## src/rtl/rhhs_pkg.sv

```systemverilog
// Package with types, constants and the key hash of the robin hood hash set.
`timescale 1ns / 1ps
package rhhs_pkg;
  localparam int unsigned KeyW = 64;
  localparam int unsigned HashW = 32;

  typedef enum logic [1:0] {
    OP_INSERT = 2'd0,
    OP_LOOKUP = 2'd1,
    OP_REMOVE = 2'd2,
    OP_NONE   = 2'd3
  } op_e;

  typedef enum logic [1:0] {
    ST_DONE     = 2'd0,
    ST_NOTFOUND = 2'd1,
    ST_FULL     = 2'd2
  } status_e;

  // Item handed from the front to the back part.
  typedef struct packed {
    op_e              op;
    logic [KeyW-1:0]  key;
    logic [HashW-1:0] hash;
  } cmd_t;

  localparam logic [63:0] HashAdd = 64'h9e3779b97f4a7c15;
  localparam logic [63:0] HashMul1 = 64'hbf58476d1ce4e5b9;
  localparam logic [63:0] HashMul2 = 64'h94d049bb133111eb;

  typedef enum logic [3:0] {
    BK_IDLE, BK_SCAN, BK_PROBE_RD, BK_PROBE, BK_INS_WR, BK_SHIFT_RD, BK_SHIFT,
    BK_FINISH, BK_OUT
  } bk_state_e;
endpackage

```

## src/rtl/rhhs_front.sv

```systemverilog
// Front part: accepts items, masks the key and hashes it in a multiplier pipeline.
`timescale 1ns / 1ps
module rhhs_front #(
  parameter int unsigned KeyWidth = 64
) (
  input  logic             clk_i,
  input  logic             rst_ni,
  input  logic             in_valid_i,
  output logic             in_ready_o,
  input  logic [1:0]       in_op_i,
  input  logic [63:0]      in_key_i,
  output logic             cmd_valid_o,
  input  logic             cmd_ready_i,
  output rhhs_pkg::cmd_t   cmd_o
);
  import rhhs_pkg::*;

  // Pipeline: add on accept, stage0 xor-shift, stage1..4 two 64x64 products split into 32-bit halves
  logic [2:0]       stg_q, stg_d;
  logic             busy_q;
  logic [1:0]       op_q;
  logic [63:0]      key_q, z_q, x_q;
  logic [63:0]      plo_q, pmid_q;
  logic             mul_sel_q;
  logic [63:0]      kmasked;
  logic [63:0]      mul_c;
  logic [63:0]      lo_prod, mid_prod, cross_prod;
  logic             fire;

  assign kmasked = (KeyWidth >= 64) ? in_key_i
                   : (in_key_i & ((64'd1 << KeyWidth) - 64'd1));
  assign in_ready_o = !busy_q;
  assign fire = in_valid_i && in_ready_o;
  assign mul_c = mul_sel_q ? HashMul2 : HashMul1;

  // 32x32 partial products; only the low 64 bits of the full product matter
  assign lo_prod    = {32'd0, x_q[31:0]} * {32'd0, mul_c[31:0]};
  assign mid_prod   = {32'd0, x_q[63:32]} * {32'd0, mul_c[31:0]};
  assign cross_prod = {32'd0, x_q[31:0]} * {32'd0, mul_c[63:32]};

  assign stg_d = stg_q + 3'd1;

  always_ff @(posedge clk_i or negedge rst_ni) begin
    if (!rst_ni) begin
      busy_q      <= 1'b0;
      stg_q       <= '0;
      cmd_valid_o <= 1'b0;
      mul_sel_q   <= 1'b0;
    end else begin
      if (fire) begin
        busy_q    <= 1'b1;
        stg_q     <= '0;
        mul_sel_q <= 1'b0;
      end else if (busy_q && !cmd_valid_o) begin
        stg_q <= stg_d;
        case (stg_q)
          3'd2: mul_sel_q <= 1'b1;
          3'd4: cmd_valid_o <= 1'b1;
          default: ;
        endcase
      end else if (cmd_valid_o && cmd_ready_i) begin
        cmd_valid_o <= 1'b0;
        busy_q      <= 1'b0;
      end
    end
  end

  // Datapath registers
  always_ff @(posedge clk_i) begin
    if (fire) begin
      op_q  <= in_op_i;
      key_q <= kmasked;
      z_q   <= kmasked + HashAdd;
    end else if (busy_q && !cmd_valid_o) begin
      case (stg_q)
        3'd0: x_q <= z_q ^ (z_q >> 30);
        3'd1: begin
          plo_q  <= lo_prod;
          pmid_q <= mid_prod + cross_prod;
        end
        3'd2: begin
          z_q <= plo_q + {pmid_q[31:0], 32'd0};
          x_q <= (plo_q + {pmid_q[31:0], 32'd0})
                 ^ ((plo_q + {pmid_q[31:0], 32'd0}) >> 27);
        end
        3'd3: begin
          plo_q  <= lo_prod;
          pmid_q <= mid_prod + cross_prod;
        end
        3'd4: z_q <= plo_q + {pmid_q[31:0], 32'd0};
        default: ;
      endcase
    end
  end

  logic [63:0] zf;
  assign zf = z_q ^ (z_q >> 31);
  assign cmd_o.op = op_e'(op_q);
  assign cmd_o.key = key_q;
  assign cmd_o.hash = zf[63:32];
endmodule

```

## config.mk

```make
export PLATFORM = sky130hd
export DESIGN_NAME = rhhs_front
export DESIGN_NICKNAME = d
export VERILOG_FILES = /design/src/rtl/rhhs_pkg.sv /design/src/rtl/rhhs_front.sv
export SDC_FILE = /design/constraint.sdc
export NUM_CORES = 2
export LEC_CHECK = 0
export ABC_AREA = 1
export BUFFER_PORTS_ARGS = -buffer_cell sky130_fd_sc_hd__buf_2
export CORE_ASPECT_RATIO = 0.75
export CORE_UTILIZATION = 40
export DETAILED_ROUTE_END_ITERATION = 16
export SETUP_SLACK_MARGIN = 0.02
export SLEW_MARGIN = 25
export SYNTH_ARGS = -nofsm -noshare
export SYNTH_HDL_FRONTEND = slang
export SYNTH_SLANG_ARGS = --single-unit
```

## constraint.sdc

```tcl
create_clock -name clk_i -period 9.7 [get_ports clk_i]
set_input_delay 0.97 -clock clk_i [delete_from_list [all_inputs] [get_ports clk_i]]
set_output_delay 0.97 -clock clk_i [all_outputs]
set_load 0.05 [all_outputs]
```

# Word level (Yosys, flattened, before mapping)

Index checks and enable logic that the tools add are counted.

Register bits: 296
Latch bits: 0
RAM bits: 0
Bits in read-only memories: 0
Output and inout port bits: 100
Memories kept: 0

Add/sub/neg operators: 4
$mul: 3
Divide/modulo/power cells: 0
Magnitude comparators: 0
Equal/unequal tests: 6
Shifts and indexed selects: 0
Muxes and demuxes: 15
Bitwise operators: 4
Reduce and logical (&&, ||, !) cells: 20

Operators by type and width:

| kind                     | number |
|---|---|
| $mux W64                 | 3 |
| $pmux W64 S2             | 1 |
| $add A64 B64 Y64         | 1 |
| $add A64 B64 Y64 const B | 1 |
| $mul A32 B32 Y32         | 2 |
| $mul A32 B32 Y64         | 1 |
| $xor A64 B33 Y64         | 1 |
| $xor A64 B34 Y64         | 1 |
| $xor A64 B37 Y64         | 1 |
| $mux W62                 | 1 |
| $add A32 B32 Y32         | 1 |
| $reduce_bool A2 Y1       | 6 |
| $reduce_and A3 Y1        | 3 |
| $mux W1                  | 8 |
| $eq A3 B2 Y1 const B     | 2 |
| $mux W3                  | 2 |
| $reduce_and A2 Y1        | 3 |
| $reduce_or A2 Y1         | 2 |
| $add A3 B1 Y3 const B    | 1 |
| $eq A3 B1 Y1 const B     | 1 |
| $eq A3 B3 Y1 const B     | 1 |
| $logic_and A1 B1 Y1      | 3 |
| $logic_not A3 Y1         | 1 |
| $logic_not A1 Y1         | 2 |
| other kinds (3)          | 3 |

# Longest topological paths before layout

Depth after elaboration: 5
Mapped depth: 41
Depth with buffers taken out: 41

# Worst setup path after synthesis

OpenSTA, ideal clock, no wires.

Kind: input to register
Start point: in in_valid_i
End point: reg plo_q[0], enable pin
Library setup time: 0.668 ns
Arrival time: 8.174 ns
Setup slack: 0.858 ns
Stages: 5
Buffers on the path: 2
Cells stage by stage: nand2_1 -> clkinv_1 -> clkbuf_1 -> clkbuf_1 -> nor3_1

Longest elaborated chain between the ends: 3

Ends and longest elaborated chain:

| element                     | line             | text |
|---|---|---|
| start: declaration          | rhhs_front.sv:8  | `input logic in_valid_i,` |
| $logic_and A1 B1 Y1         | rhhs_front.sv:33 | `assign fire = in_valid_i && in_ready_o;` |
| $not A1 Y1 (no line)        | n/a              |  |
| $reduce_and A3 Y1 (no line) | n/a              |  |
| end signal: assignment      | rhhs_front.sv:78 | `plo_q <= lo_prod;` |
| end signal: assignment      | rhhs_front.sv:87 | `plo_q <= lo_prod;` |
| end: declaration            | rhhs_front.sv:23 | `logic [63:0] plo_q, pmid_q;` |

No other way between the ends.
A chain may end at the register's enable or synchronous reset.

# Worst setup path in the final report

Start point: reg mul_sel_q
End point: reg pmid_q[28] (data pin)

Longest elaborated chain between the ends: 3
Elaborated cells on any way between the ends: 4

Ends and longest elaborated chain:

| element                                    | line                               | text |
|---|---|---|
| start: declaration                         | rhhs_front.sv:24                   | `logic mul_sel_q;` |
| start signal: assignment                   | rhhs_front.sv:48                   | `mul_sel_q <= 1'b0;` |
| start signal: assignment                   | rhhs_front.sv:53                   | `mul_sel_q <= 1'b0;` |
| start signal: assignment                   | rhhs_front.sv:57                   | `3'd2: mul_sel_q <= 1'b1;` |
| $mux W62 *                                 | rhhs_front.sv:34                   | `assign mul_c = mul_sel_q ? HashMul2 : HashMul1;` |
| $mul A32 B32 Y32, on equally long branches | rhhs_front.sv:38, rhhs_front.sv:39 |  |
| $add A32 B32 Y32 *                         | rhhs_front.sv:79, rhhs_front.sv:88 |  |
| end signal: assignment                     | rhhs_front.sv:79                   | `pmid_q <= mid_prod + cross_prod;` |
| end signal: assignment                     | rhhs_front.sv:88                   | `pmid_q <= mid_prod + cross_prod;` |
| end: declaration                           | rhhs_front.sv:23                   |  |

Mark *: on every way between the ends. The rest lies on a longest branch, timed or not.

==> flow_summary_export.csv <==
group,metric,value,unit
status,status,"complete, no violations",
sta,grt_setup_unrepaired,"no",
synth,synth_edf_count,290,
critical_path,path_class,"reg -> reg",
die,pin_count,170,
critical_path,start_kind,"flip-flop",
clock_tree,cts.sinks,296,
run,cap_violations,0,
critical_path,worstPathArrival,9.72,ns
clock_tree,postCtsSetupRepairBufs,0,
critical_path,required,10.06,ns
sta,period_share,96.44,%
synth,ys_seq_area_share,13.99,%
critical_path,r2r_start,"mul_sel_q",
critical_path,max_stage_delay,0.60,ns
sta,tightest_slew,1.164,ns
placement,place_congestion,1.052,
cells_and_area,final_cell_mix,"inv_1 (2086), fa_1 (1202), nand2_1 (926)",
route,drc,0,
sta,tns,0,ns
critical_path,critical_path.endpoint_type,"flip-flop",
clock_tree,post_cts_resized,0,
die,num_rows,126,
clock_tree,clock_latency,0.59,ns
route,antenna_left,0,
sta,hold_viol,0,
synth,syn_area_per_cell,9.146,um2
synth,netlist_area,63310,um2
critical_path,path_common_cell,"fa_1",
die,dieArea,159900,um2
critical_path,cp_max_fo,12,
die,die_w,461.4,um
clock_tree,cts_buffer_depth,3,
die,core,157200,um2
grt,grt_remaining_overflow,0,
cells_and_area,drive_gt1_share,6.563,%
grt,grt_pass1_wl,348400,um
sta,slew_headroom,21.58,%
route,vias_per_cell,5.174,
placement,dp_hpwl,215600,um
cells_and_area,fin_nets,9313,
synth,netlist_instances,6922,
sta,fin_skew,0.03516,ns
clock_tree,clk_root_buffer_cell,"clkbuf_16",
clock_tree,h-tree-depth,2,
synth,synth_cell_type_count,55,
route,first_pass_iters,9,
synth,ys_ff_latch,296,
route,routed_wl,243000,um
cells_and_area,area_growth,8.899,%
sta,finalSetupViolations,0,
sta,max_freq,106.9,MHz
synth,async_flop_share,2.027,%
clock_tree,numCtsBuffers,35,
critical_path,cp_slowest_cell,"dfrtp_4",
sta,slew_violations,0,
route,post_drt_wl_per_cell,25.94,um
route,dr.first_iter.drc_count,5628,
synth,synth_top_flop_cell,"edfxtp_1",
grt,grt_pass1_vias,48510,
placement,io_buffer_count,169,
clock_tree,cts.hold.buffers_added,0,
clock_tree,cts_tree,"done",
critical_path,reg2regPathDepth,28,
die,fp.dieH,346.5,um
die,initial_core_util,40.28,%
critical_path,reg2reg_to,"pmid_q[28]",
grt,grt_max_degree,83,
sta,period_needed,9.355,ns
grt,track_usage,30.84,%
cells_and_area,final_common_cell,"inv_1",
critical_path,r2r_slack,0.35,ns
grt,antenna_found_initial,14,
route,vias,48460,
synth,yosysWarnings,0,
clock_tree,clk_pin_slew,0.06,ns
min_path,hold_class,"in -> async",
metal layers:
layer  vias up  GRT usage (%)  wire (um)  part of all wire (%)
met3       257          11.64      34670                    14
met1     24390          47.59     110300                    45
met5         -              0         75                 0.031
met4        10          6.245       5643                   2.3
li1      21280              -          -                     -
met2      2532          40.03      92270                    38
critical path, delay by kind of cell, from the launching register on:
| family | cells | cell delay, ns |
|---|---|---|
| AND/OR/NAND/NOR | 5 | 0.95 |
| flip-flops | 1 | 0.60 |
| adder cells (fa/ha/maj) | 11 | 5.14 |
| AO/OA/AOI/OAI | 1 | 0.30 |
| buffers and inverters | 10 | 1.75 |
| XOR/XNOR | 1 | 0.35 |
flip-flops by register name, summed over array words and instances (netlist names):
signal and flops:
busy_q 1, cmd_valid_o 1, stg_q 3, plo_q 64, key_q 64, pmid_q 32, x_q 64, mul_sel_q 1
z_q 64, op_q 2
synthesized netlist by cell type, types with 3 or more instances:
library cell	n	share of area, %
o221ai_1	3	0.042
nand2_1	927	5.5
a31oi_1	38	0.38
o21ai_0	223	1.8
a21boi_0	5	0.059
nand3_1	165	1.3
o211ai_1	7	0.083
xor2_1	140	1.9
buf_1	9	0.053
clkbuf_1	87	0.52
and3_1	3	0.030
nor4_1	9	0.089
o22ai_1	8	0.079
dfrtp_1	6	0.24
nand4_1	27	0.27
edfxtp_1	290	14
a21oi_1	176	1.4
o21a_1	10	0.12
a21o_1	24	0.28
o21ai_2	5	0.069
nor2_1	347	2.1
nor3_1	33	0.26
a221oi_1	5	0.069
a211oi_1	8	0.095
nor2_2	5	0.049
buf_4	33	0.39
xnor2_1	78	1.1
o21ai_1	12	0.095
o2111ai_1	4	0.055
or2_2	58	0.57
nand3b_1	19	0.23
o21bai_1	19	0.23
ha_1	813	16
and2_1	3	0.030
inv_1	2087	12
fa_1	1202	38
clkinv_1	8	0.047
layout make-up:
type,count,area (um2)
diodes,1,2.502
fillers,15530,88230
inverters,2097,7874
multi-input cells,4461,46230
well taps,2112,2643
repair buffers,337,2206
clock buffers,42,902.1
flip-flops and latches,296,8862
clock inverters,20,227.7
worst max path at each step:
stage | startpoint | to | slack (ns) | depth (start not counted)
floorplan | in_valid_i | plo_q[0] | 0.86 | 5
global placement | mul_sel_q | pmid_q[28] | 0.61 | 28
detailed placement | mul_sel_q | pmid_q[24] | 0.62 | 26
CTS | mul_sel_q | pmid_q[24] | 0.55 | 26
global route | mul_sel_q | pmid_q[28] | 0.22 | 28
finish | mul_sel_q | pmid_q[28] | 0.35 | 28
stage by stage:
stage	cell area (um2)	util (%)	hold slack, ns	worst slack [ns]	instances
floorplan	63550	-	0.4419	0.8581	6986
global placement	67760	43.11	0.4570	0.6141	9301
detailed placement	67770	43.12	0.4699	0.6244	9302
CTS	68900	43.84	0.2318	0.5525	9364
global route	68940	43.86	0.2330	0.2167	9365
finish	68940	43.86	0.2391	0.3454	9366
kinds of logic (layout without fill, tap and decap cells):
logic type / count (synthesis) / count (layout) / synth area share [%]
buf+inv: 2229 / 2496 / 13.44
fa+ha+maj: 2015 / 2015 / 54.08
simple gates: 1604 / 1604 / 10.50
compound gates: 557 / 557 / 4.935
flops: 296 / 296 / 13.99
xor+xnor: 219 / 219 / 3.042
other cells: 2 / 67 / 0.01186
Power is left out: the tool's default activity adds up to more than one toggle a clock period on the data nets, which glitch-free logic cannot reach.
