<file path="config.mk">
export PLATFORM = sky130hd
export DESIGN_NAME = rhhs_queue
export DESIGN_NICKNAME = d
export VERILOG_FILES = /design/src/rtl/rhhs_pkg.sv /design/src/rtl/rhhs_queue.sv
export SDC_FILE = /design/constraint.sdc
export NUM_CORES = 1
export LEC_CHECK = 0
export BUFFER_PORTS_ARGS = -buffer_cell sky130_fd_sc_hd__buf_2
export CORE_MARGIN = 5
export CORE_UTILIZATION = 36
export CTS_CLUSTER_SIZE = 20
export DETAILED_ROUTE_END_ITERATION = 6
export GPL_TIMING_DRIVEN = 0
export PLACE_DENSITY = 0.67
export SLEW_MARGIN = 30
export SYNTH_ARGS = -nofsm -noshare
export SYNTH_HDL_FRONTEND = slang
export SYNTH_SLANG_ARGS = --single-unit
export TNS_END_PERCENT = 10
</file>
<file path="constraint.sdc">
create_clock -name clk_i -period 6 [get_ports clk_i]
set_input_delay 1.2 -clock clk_i [delete_from_list [all_inputs] [get_ports clk_i]]
set_output_delay 1.2 -clock clk_i [all_outputs]
set_load 0.02 [all_outputs]
</file>
<file path="src/rtl/rhhs_pkg.sv">
// Package with types, constants and the key hash of the robin hood hash set.
`timescale 1ns / 1ps
package rhhs_pkg;
  localparam int unsigned KeyW = 64;
  localparam int unsigned HashW = 32;

  typedef enum logic [1:0] {
    OP_INSERT = 2'd0,
    OP_LOOKUP = 2'd1,
    OP_REMOVE = 2'd2,
    OP_NONE   = 2'd3
  } op_e;

  typedef enum logic [1:0] {
    ST_DONE     = 2'd0,
    ST_NOTFOUND = 2'd1,
    ST_FULL     = 2'd2
  } status_e;

  // Item handed from the front to the back part.
  typedef struct packed {
    op_e              op;
    logic [KeyW-1:0]  key;
    logic [HashW-1:0] hash;
  } cmd_t;

  localparam logic [63:0] HashAdd = 64'h9e3779b97f4a7c15;
  localparam logic [63:0] HashMul1 = 64'hbf58476d1ce4e5b9;
  localparam logic [63:0] HashMul2 = 64'h94d049bb133111eb;

  typedef enum logic [3:0] {
    BK_IDLE, BK_SCAN, BK_PROBE_RD, BK_PROBE, BK_INS_WR, BK_SHIFT_RD, BK_SHIFT,
    BK_FINISH, BK_OUT
  } bk_state_e;
endpackage

</file>
<file path="src/rtl/rhhs_queue.sv">
// Two-entry queue between front and back parts.
`timescale 1ns / 1ps
module rhhs_queue (
  input  logic           clk_i,
  input  logic           rst_ni,
  input  logic           in_valid_i,
  output logic           in_ready_o,
  input  rhhs_pkg::cmd_t in_data_i,
  output logic           out_valid_o,
  input  logic           out_ready_i,
  output rhhs_pkg::cmd_t out_data_o
);
  import rhhs_pkg::*;

  cmd_t       mem_q [2];
  logic       wp_q, rp_q;
  logic [1:0] cnt_q;
  logic       push, pop;

  assign in_ready_o  = cnt_q != 2'd2;
  assign out_valid_o = cnt_q != 2'd0;
  assign push = in_valid_i && in_ready_o;
  assign pop  = out_valid_o && out_ready_i;
  assign out_data_o = mem_q[rp_q];

  // Pointers and fill count
  always_ff @(posedge clk_i or negedge rst_ni) begin
    if (!rst_ni) begin
      wp_q  <= 1'b0;
      rp_q  <= 1'b0;
      cnt_q <= '0;
    end else begin
      if (push) wp_q <= !wp_q;
      if (pop) rp_q <= !rp_q;
      cnt_q <= cnt_q + {1'b0, push} - {1'b0, pop};
    end
  end

  always_ff @(posedge clk_i) begin
    if (push) mem_q[wp_q] <= in_data_i;
  end
endmodule

</file>
* Yosys cells after proc, flatten, opt, wreduce, memory -nomap -nowiden *
Memory sizes are Yosys's and may differ from the RTL's.
Index checks and enable logic that the tools add are counted.
W data, S select, Z words.

storage, ports and cells
  bits in registers = 4
  RAM bits = 196
  input port bits = 102
  output and inout port bits = 100
  logic and storage cells = 14
  memories = 1

operators by class
  add/subtract/negate cells = 2
  equal/unequal tests = 1
  muxes and demuxes = 2
  reduce and logical (&&, ||, !) cells = 5

memories
  name   depth  width  rd ports  clocked after Yosys merged registers in  write ports  RTL line          source
  mem_q  2      98     1         0                                        1            rhhs_queue.sv:15  cmd_t mem_q [2];

operators with widths
  operator              number
  $add A2 B1 Y2         1
  $logic_and A1 B1 Y1   2
  $logic_not A1 Y1      2
  $mux W1               2
  $ne A2 B2 Y1 const B  1
  $reduce_bool A2 Y1    1
  $sub A2 B1 Y2         1

* Longest topological paths before layout *
Gate-level depths: netlist (run 1).

  word-level depth = 4
  depth in mapped cells = 5
  mapped depth without buffers = 5

* Least setup slack after synthesis (run 1) *
Ideal clock, no wire load.

  kind = input-to-reg
  start point = input in_valid_i
  end point = memory mem_q[0][0] (netlist bit), enable pin
  library setup time = 556 ps
  data arrival time = 5,361 ps
  required time = 5,444 ps
  path slack = 84 ps
  stages = 2
  buffers on the path = 0
  cell sequence = nand2_1 nor2_1

on the way
  word-level cells in the longest chain between the ends = 3

RTL lines
  element                        RTL line          source
  from (decl)                    rhhs_queue.sv:6   input logic in_valid_i,
  $logic_and A1 B1 Y1            rhhs_queue.sv:22  assign push = in_valid_i && in_ready_o;
  $mux W1                        rhhs_queue.sv:40  if (push) mem_q[wp_q] <= in_data_i;
  $mux W1 (not written as such)  rhhs_queue.sv:40
  to (decl)                      rhhs_queue.sv:15

No other way between the ends.

==> summary.md, run 1 <==
| Metric | Value |
|---|---|
| Met2 Usage GRT | 21.6% |
| Post-CTS resize count | 0 |
| Least-Margin Pin Slew | 0.444 ns |
| Final hold slack | 0.577 ns |
| Slowest cell on crit path | dfrtp_1 |
| GP Congestion | 0.747 |
| Peak Freq | 0.339 GHz |
| Vias | 3787 |
| Post-route ant nets | 0 |
| Crit path largest cell delay | 0.34 ns |
| Met1 Use GR | 13.9% |
| Hpwl dp | 10500 um |
| Non-filler cells, final | 837 |
| Syn Area/Cell | 22.4 um^2 |
| Effective utilization at floorplan | 36.4% |
| Seq/Total Area, Yosys | 81.7% |
| Yosys warns | 0 |
| Post-route cell area | 0.00943 mm^2 |
| Hold Crit Class | in2async |
| Cells after synthesis | 327 |
| Sequential Power Share | 41.6% |
| Via density | 4.52 |
| Status | finished clean |
| Starting DRT DRC Count | 108 |
| Crit path top cell by count | buf_6 |
| Layout cells sized above 1 | 61.9% |
| Longest Clk Path Bufs | 2 |
| Worst-path fanout max | 10 |
| Initial antenna violation count | 1 |
| Pint | 3180 uW |
| Fin. max-slew vios | 0 |
| First-pass GRT wire length | 22600 um |
| Final min period | 2.95 ns |
| Post-synth cell types | 19 |
| Clk_lat worst skew | 0.41 ns |
| Clk pwr share | 23.1% |
| Slew Limit Headroom | 70.4% |
| Largest net degree at the start of global routing | 48 |
| CP top delay family | buffers and inverters |
| Vias in the first global route | 4231 |
| Grt peak-use layer | met2 |
| Top Ports | 202 |
| Pre-CTS WS | 3.21 ns |
| Placed Cells incl. Taps | 805 |
| Crit share post-route | 49.2% |
| Die X | 153 um |
| Bufs and invs on worst path | 4 |
| Cell row count | 52 |
| Area delta synth->final | 28.8% |
| Synth Cell Area | 0.00732 mm^2 |
| Worst Path Arrival | 1.75 ns |
| Worst Setup End Kind | primary output |
| Commonest non-fill, non-tap cells in the layout | buf_2, edfxtp_1, mux2_2, clkbuf_16, mux2_4 |
| Grt total ovfl | 0 |
| Leading cell type in the layout, fill and taps excluded | buf_2 |
| Placed cell areas | 0.00886 mm^2 |
| Leakage | 0.00354 uW |
| Number of max-cap violations | 0 |
| CP Cell Sequence | buf_6 > buf_6 > buf_6 > mux2_4 > buf_2 |
| Syn_nets | 430 |
| H-tree levels | 4 |
| Net load switching power | 1570 uW |
| Port bufs | 201 |
| Critical path launch point type | flop |
| Switching share of power | 33.0% |
| Util after Layout | 46.9% |
| Critical Path RT | 4.80 ns |
| Total wire length | 14400 um |
| All-Layer GR Usage | 12.4% |
| Root Driver | clkbuf_16 |
| Setup repair bufs after CTS | 0 |
| Nets@finish | 657 |
| Num CTS Buffers | 17 |
| Clk slew on worst S/H paths | 0.07 ns |
| Cell area power density | 504 mW/mm^2 |
| DRC Markers | 0 |
| Final Hold Viols | 0 |
| Hold_buf cts | 0 |
| CTS tree | built |
| DRT Pass-1 Iters | 4 |
| Final WS setup | 3.05 ns |
| RSZ-0062 raised after global routing | false |
| WL per Instance | 17.2 um |
| Final Setup Violations | 0 |
| CP Class | reg2out |
| Die area | 0.0233 mm^2 |
| Max VDD drop | 0.250 mV |
| Skew final | 0.00853 ns |
| # diodes | 0 |
| Core area | 0.0201 mm^2 |
| Logic pwr share | 35.3% |
| Clock Sinks | 200 |
| Number of synthesized register bits | 200 |
| Met3 GRT Util | 5.60% |
| Die H | 153 um |
cell usage after synthesis:
master / number / share of area (%)
xnor2_1: 3 / 0.36
o21ai_0: 1 / 0.068
nor4bb_1: 1 / 0.14
dfrtp_1: 4 / 1.4
buf_6: 3 / 0.46
nand2b_1: 1 / 0.085
nor2b_1: 1 / 0.085
mux2_4: 10 / 2.1
a311oi_1: 1 / 0.12
nand2_1: 2 / 0.10
nor2_1: 3 / 0.15
nand3_1: 1 / 0.068
and3_1: 1 / 0.085
o21ba_2: 1 / 0.14
edfxtp_1: 196 / 80
mux2_2: 88 / 14
buf_2: 8 / 0.55
or2_2: 1 / 0.085
ha_1: 1 / 0.17
worst reg2reg max path, cell delays in order (launching register included):
cell	delay (ns)
dfrtp_1	0.42
nand2b_1	0.19
nand2_1	0.14
nor2_4	0.38
buf_16	0.23
buf_16	0.18
buf_8	0.17
cell families (layout without fill, tap and decap cells):
logic type	after synthesis	after routing	share of synthesized area, %
AND/OR/NAND/NOR	11	11	0.803
adder cells (fa/ha/maj)	1	1	0.171
AO/OA/AOI/OAI	3	3	0.325
flip-flops	200	200	81.7
multiplexers	98	98	15.6
XOR/XNOR	3	3	0.359
buffers and inverters	11	251	1.01
state kept, by name (all words and copies together), names as in the netlist:
signal  cells
wp_q        1
rp_q        1
mem_q     196
cnt_q       2
power by group through the flow:
stage          registers [uW]  logic (uW)  clock network (uW)
4_1_cts                  1980        1720                1130
2_1_floorplan            2030        1110                   0
6_report                 1980        1680                1100
3_5_place_dp             2010        1720                   0
5_1_grt                  2000        1800                1190
3_3_place_gp             2060        1590                   0
path summary, 6_finish.rpt:
path,from,to,slack (ns),depth (start not counted)
setup / recovery,rp_q$_DFFE_PN0P_,out_data_o[78],3.05,5
hold / removal,rst_ni,cnt_q[0]$_DFF_PN0_,0.58,1
setup reg to reg,cnt_q[0]$_DFF_PN0_,mem_q[0][3]$_DFFE_PP_,3.99,6
hold reg to reg,cnt_q[0]$_DFF_PN0_,cnt_q[0]$_DFF_PN0_,0.61,1
max in group asynchronous,rst_ni,wp_q$_DFFE_PN0P_,5.30,1
min in group clk_i,cnt_q[0]$_DFF_PN0_,cnt_q[0]$_DFF_PN0_,0.61,1
final cells by class:
| type | instances | area [um^2] |
|---|---|---|
| Buffer | 11 | 73.8 |
| Clock buffer | 18 | 429 |
| Clock inverter | 14 | 140 |
| Fill cell | 1726 | 10700 |
| Multi-Input combinational cell | 116 | 1270 |
| Sequential cell | 200 | 5990 |
| Tap cell | 270 | 338 |
| Timing Repair Buffer | 208 | 1190 |
layer usage:
metal,vias up,share of wire [%]
met2,132,51
li1,1759,-
met3,11,8.2
met1,1883,39
met5,-,0.049
met4,2,0.87
per-stage QoR:
step           TNS (ns)  power [uW]
2_1_floorplan         0        3130
3_3_place_gp    -221.98        3650
3_5_place_dp          0        3730
4_1_cts               0        4840
5_1_grt               0        4990
6_report              0        4750
(Power assumes the default switching activity.)
==> run 2, diff against run 1 <==
--- a/config.mk
+++ b/config.mk
@@ -5,13 +5,14 @@
 export SDC_FILE = /design/constraint.sdc
 export NUM_CORES = 1
 export LEC_CHECK = 0
+export ABC_AREA = 1
 export BUFFER_PORTS_ARGS = -buffer_cell sky130_fd_sc_hd__buf_2
 export CORE_MARGIN = 5
 export CORE_UTILIZATION = 36
 export CTS_CLUSTER_SIZE = 20
 export DETAILED_ROUTE_END_ITERATION = 6
 export GPL_TIMING_DRIVEN = 0
-export PLACE_DENSITY = 0.67
+export PLACE_DENSITY = 0.69
 export SLEW_MARGIN = 30
 export SYNTH_ARGS = -nofsm -noshare
 export SYNTH_HDL_FRONTEND = slang
==> constraint.sdc (replaced) <==
create_clock -name clk_i -period 2.5 [get_ports clk_i]
set_input_delay 0.5 -clock clk_i [delete_from_list [all_inputs] [get_ports clk_i]]
set_output_delay 0.5 -clock clk_i [all_outputs]
set_load 0.02 [all_outputs]
==> run 2 against run 1 <==
Against the previous run: clock-buffer cell count down 1; clock power up 140%; worst setup slack worse by 2.8 ns; sequential cell count unchanged; die area up 0.27%; critical path depth up 2; sequential power up 140%; combinational power rose to 2.8 times the previous value; utilization up 0.57 points; clock skew down 0.0012 ns; via count up 20%; highest routed layer unchanged.
==> summary.md, run 2 <==
| Metric | Value |
|---|---|
| Top reg by flops | mem_q (unchanged) |
| Number of synthesized register bits | 200 (unchanged) |
| Compound-Gate Fraction of Synth Area | 0.136% (was 0.325%) |
| Status | finished clean (unchanged) |
| Switching share of power | 38.0% (was 33.0%) |
| Root Driver | clkbuf_16 (unchanged) |
| Synth Area in Simple Gates | 15.9% (was 0.803%) |
| Syn Area/Cell | 13.5 um^2 (was 22.4 um^2) |
| H-tree levels | 4 (unchanged) |
| GP Congestion | 0.729 (was 0.747) |
| Final min period | 2.24 ns |
| Longest Clk Path Bufs | 2 (unchanged) |
| Largest regs | mem_q (196), cnt_q (2) (unchanged) |
| Effective utilization at floorplan | 36.4% (about the same) |
| Main combinational cell family by area after synthesis | simple AND/OR/NAND/NOR gates (was multiplexers) |
| Total power | 12000 uW (was 4750 uW) |
| Largest net degree at the start of global routing | 23 (was 48) |
| Slew Limit Headroom | 63.4% (was 70.4%) |
| Final WS setup | 0.259 ns (was 3.05 ns) |
| Adder-Cell Fraction of Synth Area | 0.170% (was 0.171%) |
| Non-filler cells, final | 1058 (was 837) |
| DRT Pass-1 Iters | 4 (unchanged) |
| Yosys warns | 0 (unchanged) |
| Layout cells sized above 1 | 34.4% (was 61.9%) |
| Post-synth cell types | 14 (was 19) |
| Clock Sinks | 200 (unchanged) |
| CP Class | reg2out (unchanged) |
| Leakage | 0.00413 uW (was 0.00354 uW) |
| Post-synth top cells | nand2_1, edfxtp_1, buf_2, inv_1, nor2_1 (was edfxtp_1, mux2_2, mux2_4, buf_2, dfrtp_1) |
| Synth top area cells | edfxtp_1, nand2_1, dfrtp_1, buf_2, buf_4 (was edfxtp_1, mux2_2, mux2_4, dfrtp_1, buf_2) |
| Die area | 0.0234 mm^2 (was 0.0233 mm^2) |
| XOR/XNOR share of the synthesized area | 0.119% (was 0.359%) |
| Num CTS Buffers | 17 (unchanged) |
| Skew final | 0.00733 ns (was 0.00853 ns) |
| Number of max-cap violations | 0 (unchanged) |
| Via density | 4.31 (was 4.52) |
| Worst-path fanout max | 10 (unchanged) |
| Vias in the first global route | 4554 (was 4231) |
| Most frequent cell after synthesis | nand2_1 (was edfxtp_1) |
| Final Hold Viols | 0 (unchanged) |
| Fill cell count | 1788 (was 1726) |
| DRC Markers | 0 (unchanged) |
| Core area | 0.0202 mm^2 (was 0.0201 mm^2) |
| Area delta synth->final | 30.4% (was 28.8%) |
| Util after Layout | 47.5% (was 46.9%) |
| # diodes | 0 (unchanged) |
| Placed Cells incl. Taps | 1025 (was 805) |
| Commonest non-fill, non-tap cells in the layout | nand2_1, buf_2, edfxtp_1, clkbuf_16, buf_16 (was buf_2, edfxtp_1, mux2_2, clkbuf_16, mux2_4) |
| Grt total ovfl | 0 (unchanged) |
| Net load switching power | 4560 uW (was 1570 uW) |
| Top Ports | 202 (unchanged) |
| Cell row count | 52 (unchanged) |
| Synth top area share | 80.1% (was 80.4%) |
| Initial antenna violation count | 3 (was 1) |
| Worst Path Arrival | 1.74 ns (was 1.75 ns) |
| Leading cell type in the layout, fill and taps excluded | nand2_1 (was buf_2) |
| Fin. max-slew vios | 0 (unchanged) |
| CTS tree | built (unchanged) |
| Die H | 153 um (about the same) |
| Clk slew on worst S/H paths | 0.07 ns (about the same) |
| Crit share post-route | 89.6% |
| Worst Setup End Kind | primary output (unchanged) |
| Critical Path RT | 2.00 ns (was 4.80 ns) |
| Least-Margin Pin Slew | 0.547 ns (was 0.444 ns) |
| Pre-CTS WS | 0.436 ns (was 3.21 ns) |
| Clk_lat worst skew | 0.42 ns (was 0.41 ns) |
| Syn_nets | 646 (was 430) |
| Largest register FFs | 196 (unchanged) |
| Port bufs | 201 (unchanged) |
| First-pass GRT wire length | 23900 um (was 22600 um) |
| Post-route ant nets | 0 (unchanged) |
| Starting DRT DRC Count | 161 (was 108) |
| Area leader, netlist | edfxtp_1 (unchanged) |
| Clk pwr share | 21.9% (was 23.1%) |
| RSZ-0062 raised after global routing | false (unchanged) |
| Max VDD drop | 0.595 mV (was 0.250 mV) |
| Synth Cell Area | 0.00734 mm^2 (was 0.00732 mm^2) |
| Pint | 7440 uW (was 3180 uW) |
| All-Layer GR Usage | 13.2% (was 12.4%) |
| Final Setup Violations | 0 (unchanged) |
| Cell area power density | 1250 mW/mm^2 (was 504 mW/mm^2) |
| Total wire length | 15500 um (was 14400 um) |
| Sequential Power Share | 39.4% (was 41.6%) |
| Critical path launch point type | flop (unchanged) |
| EDFF count, synth | 196 (unchanged) |
| Seq/Total Area, Yosys | 81.5% (was 81.7%) |
| Hold Crit Class | in2reg (was in2async) |
| Die X | 153 um (about the same) |
| Cells after synthesis | 543 (was 327) |
| Vias | 4563 (was 3787) |
| WL per Instance | 14.7 um (was 17.2 um) |
| Nets@finish | 878 (was 657) |
| Logic pwr share | 38.7% (was 35.3%) |
| Main synth FF type | edfxtp_1 (unchanged) |
| Peak Freq | 0.446 GHz |
| Hpwl dp | 11100 um (was 10500 um) |
| Post-synthesis mux area share | 0% (was 15.6%) |
| Async S/R FF share, synth | 2.00% (unchanged) |
run 2: cell types whose count changed in the layout (fill, tap and decap cells not counted), moves of 2 or more:
cell | before | now
mux2_2 | 88 | 0
buf_16 | 6 | 9
inv_1 | 0 | 6
buf_4 | 0 | 4
nand2_1 | 2 | 301
clkinv_4 | 4 | 2
nand2_4 | 0 | 2
clkinv_2 | 1 | 4
mux2_4 | 10 | 0
buf_2 | 209 | 216
xnor2_1 | 3 | 0
run 2: critical path, cell delays in order (launching register included):
cell and delay, ns:
dfrtp_1 0.36, buf_4 0.18, inv_4 0.15, buf_6 0.17, buf_6 0.15, nand2_1 0.06, nand2_1 0.08, buf_2 0.17
run 2: cell type report:
| type | instances | area (um^2) | share of cell area [%] |
|---|---|---|---|
| inverter | 8 | 32.5 | 0.340 |
| sequential | 200 | 5990 | 62.5 |
| multi-input combinational | 314 | 1230 | 12.8 |
| clock buffer | 17 | 425 | 4.44 |
| buffer | 21 | 128 | 1.33 |
| tap | 270 | 338 | 3.53 |
| clock inverter | 15 | 144 | 1.50 |
| timing repair buffer | 213 | 1290 | 13.5 |
run 2: worst paths after layout:
check	depth (start not counted)	to	startpoint	slack, ns
max	7	out_data_o[96]	rp_q$_DFFE_PN0P_	0.26
min	1	mem_q[1][4]$_DFFE_PP_	in_data_i[4]	0.26
max reg2reg	6	mem_q[0][59]$_DFFE_PP_	cnt_q[1]$_DFF_PN0_	0.55
min reg2reg	1	cnt_q[0]$_DFF_PN0_	cnt_q[0]$_DFF_PN0_	0.58
max in group asynchronous	2	cnt_q[1]$_DFF_PN0_	rst_ni	1.94
min in group asynchronous	2	wp_q$_DFFE_PN0P_	rst_ni	0.42
run 2: cells by family (layout without fill, tap and decap cells):
| family | Yosys count | in the layout |
|---|---|---|
| AOI/OAI and AO/OA | 2 | 2 |
| xor gates and xnor gates | 1 | 1 |
| adders and majority gates | 1 | 1 |
| buffers and inverters | 29 | 274 |
| DFF | 200 | 200 |
| and+or+nand+nor | 310 | 310 |
run 2: power groups by stage:
stage                     Clock (uW)  Combinational [uW]  Sequential (uW)
final                           2630                4650             4730
after global routing            2870                5100             4780
after CTS                       2720                4760             4730
after detailed placement           0                4750             4810
after global placement             0                4360             4850
after floorplan                    0                2790             4810
run 2: layer usage:
| layer | up-vias | GRT usage [%] | wire (um) |
|---|---|---|---|
| met5 | - | 0 | 34 |
| met4 | 6 | 4.20 | 199 |
| met3 | 17 | 5.15 | 1190 |
| met2 | 132 | 22.6 | 7880 |
| met1 | 2119 | 15.3 | 6240 |
| li1 | 2289 | - | - |
run 2: timing repair:
| item | CTS | global route |
|---|---|---|
| hold buffers | 1 | 0 |
| setup buffers | 0 | 0 |
| endpoints found under the hold margin | 4 | 0 |
| gates resized for setup | 0 | 0 |
run 2: stage by stage:
step	instance area (um^2)	TNS, ns	hold slack, ns
floorplan	7370	-2.07	0.204
detailed placement	8990	0	0.319
finish	9570	0	0.260
global placement	8720	-188.18	0.314
global route	9570	0	0.228
CTS	9570	0	0.235
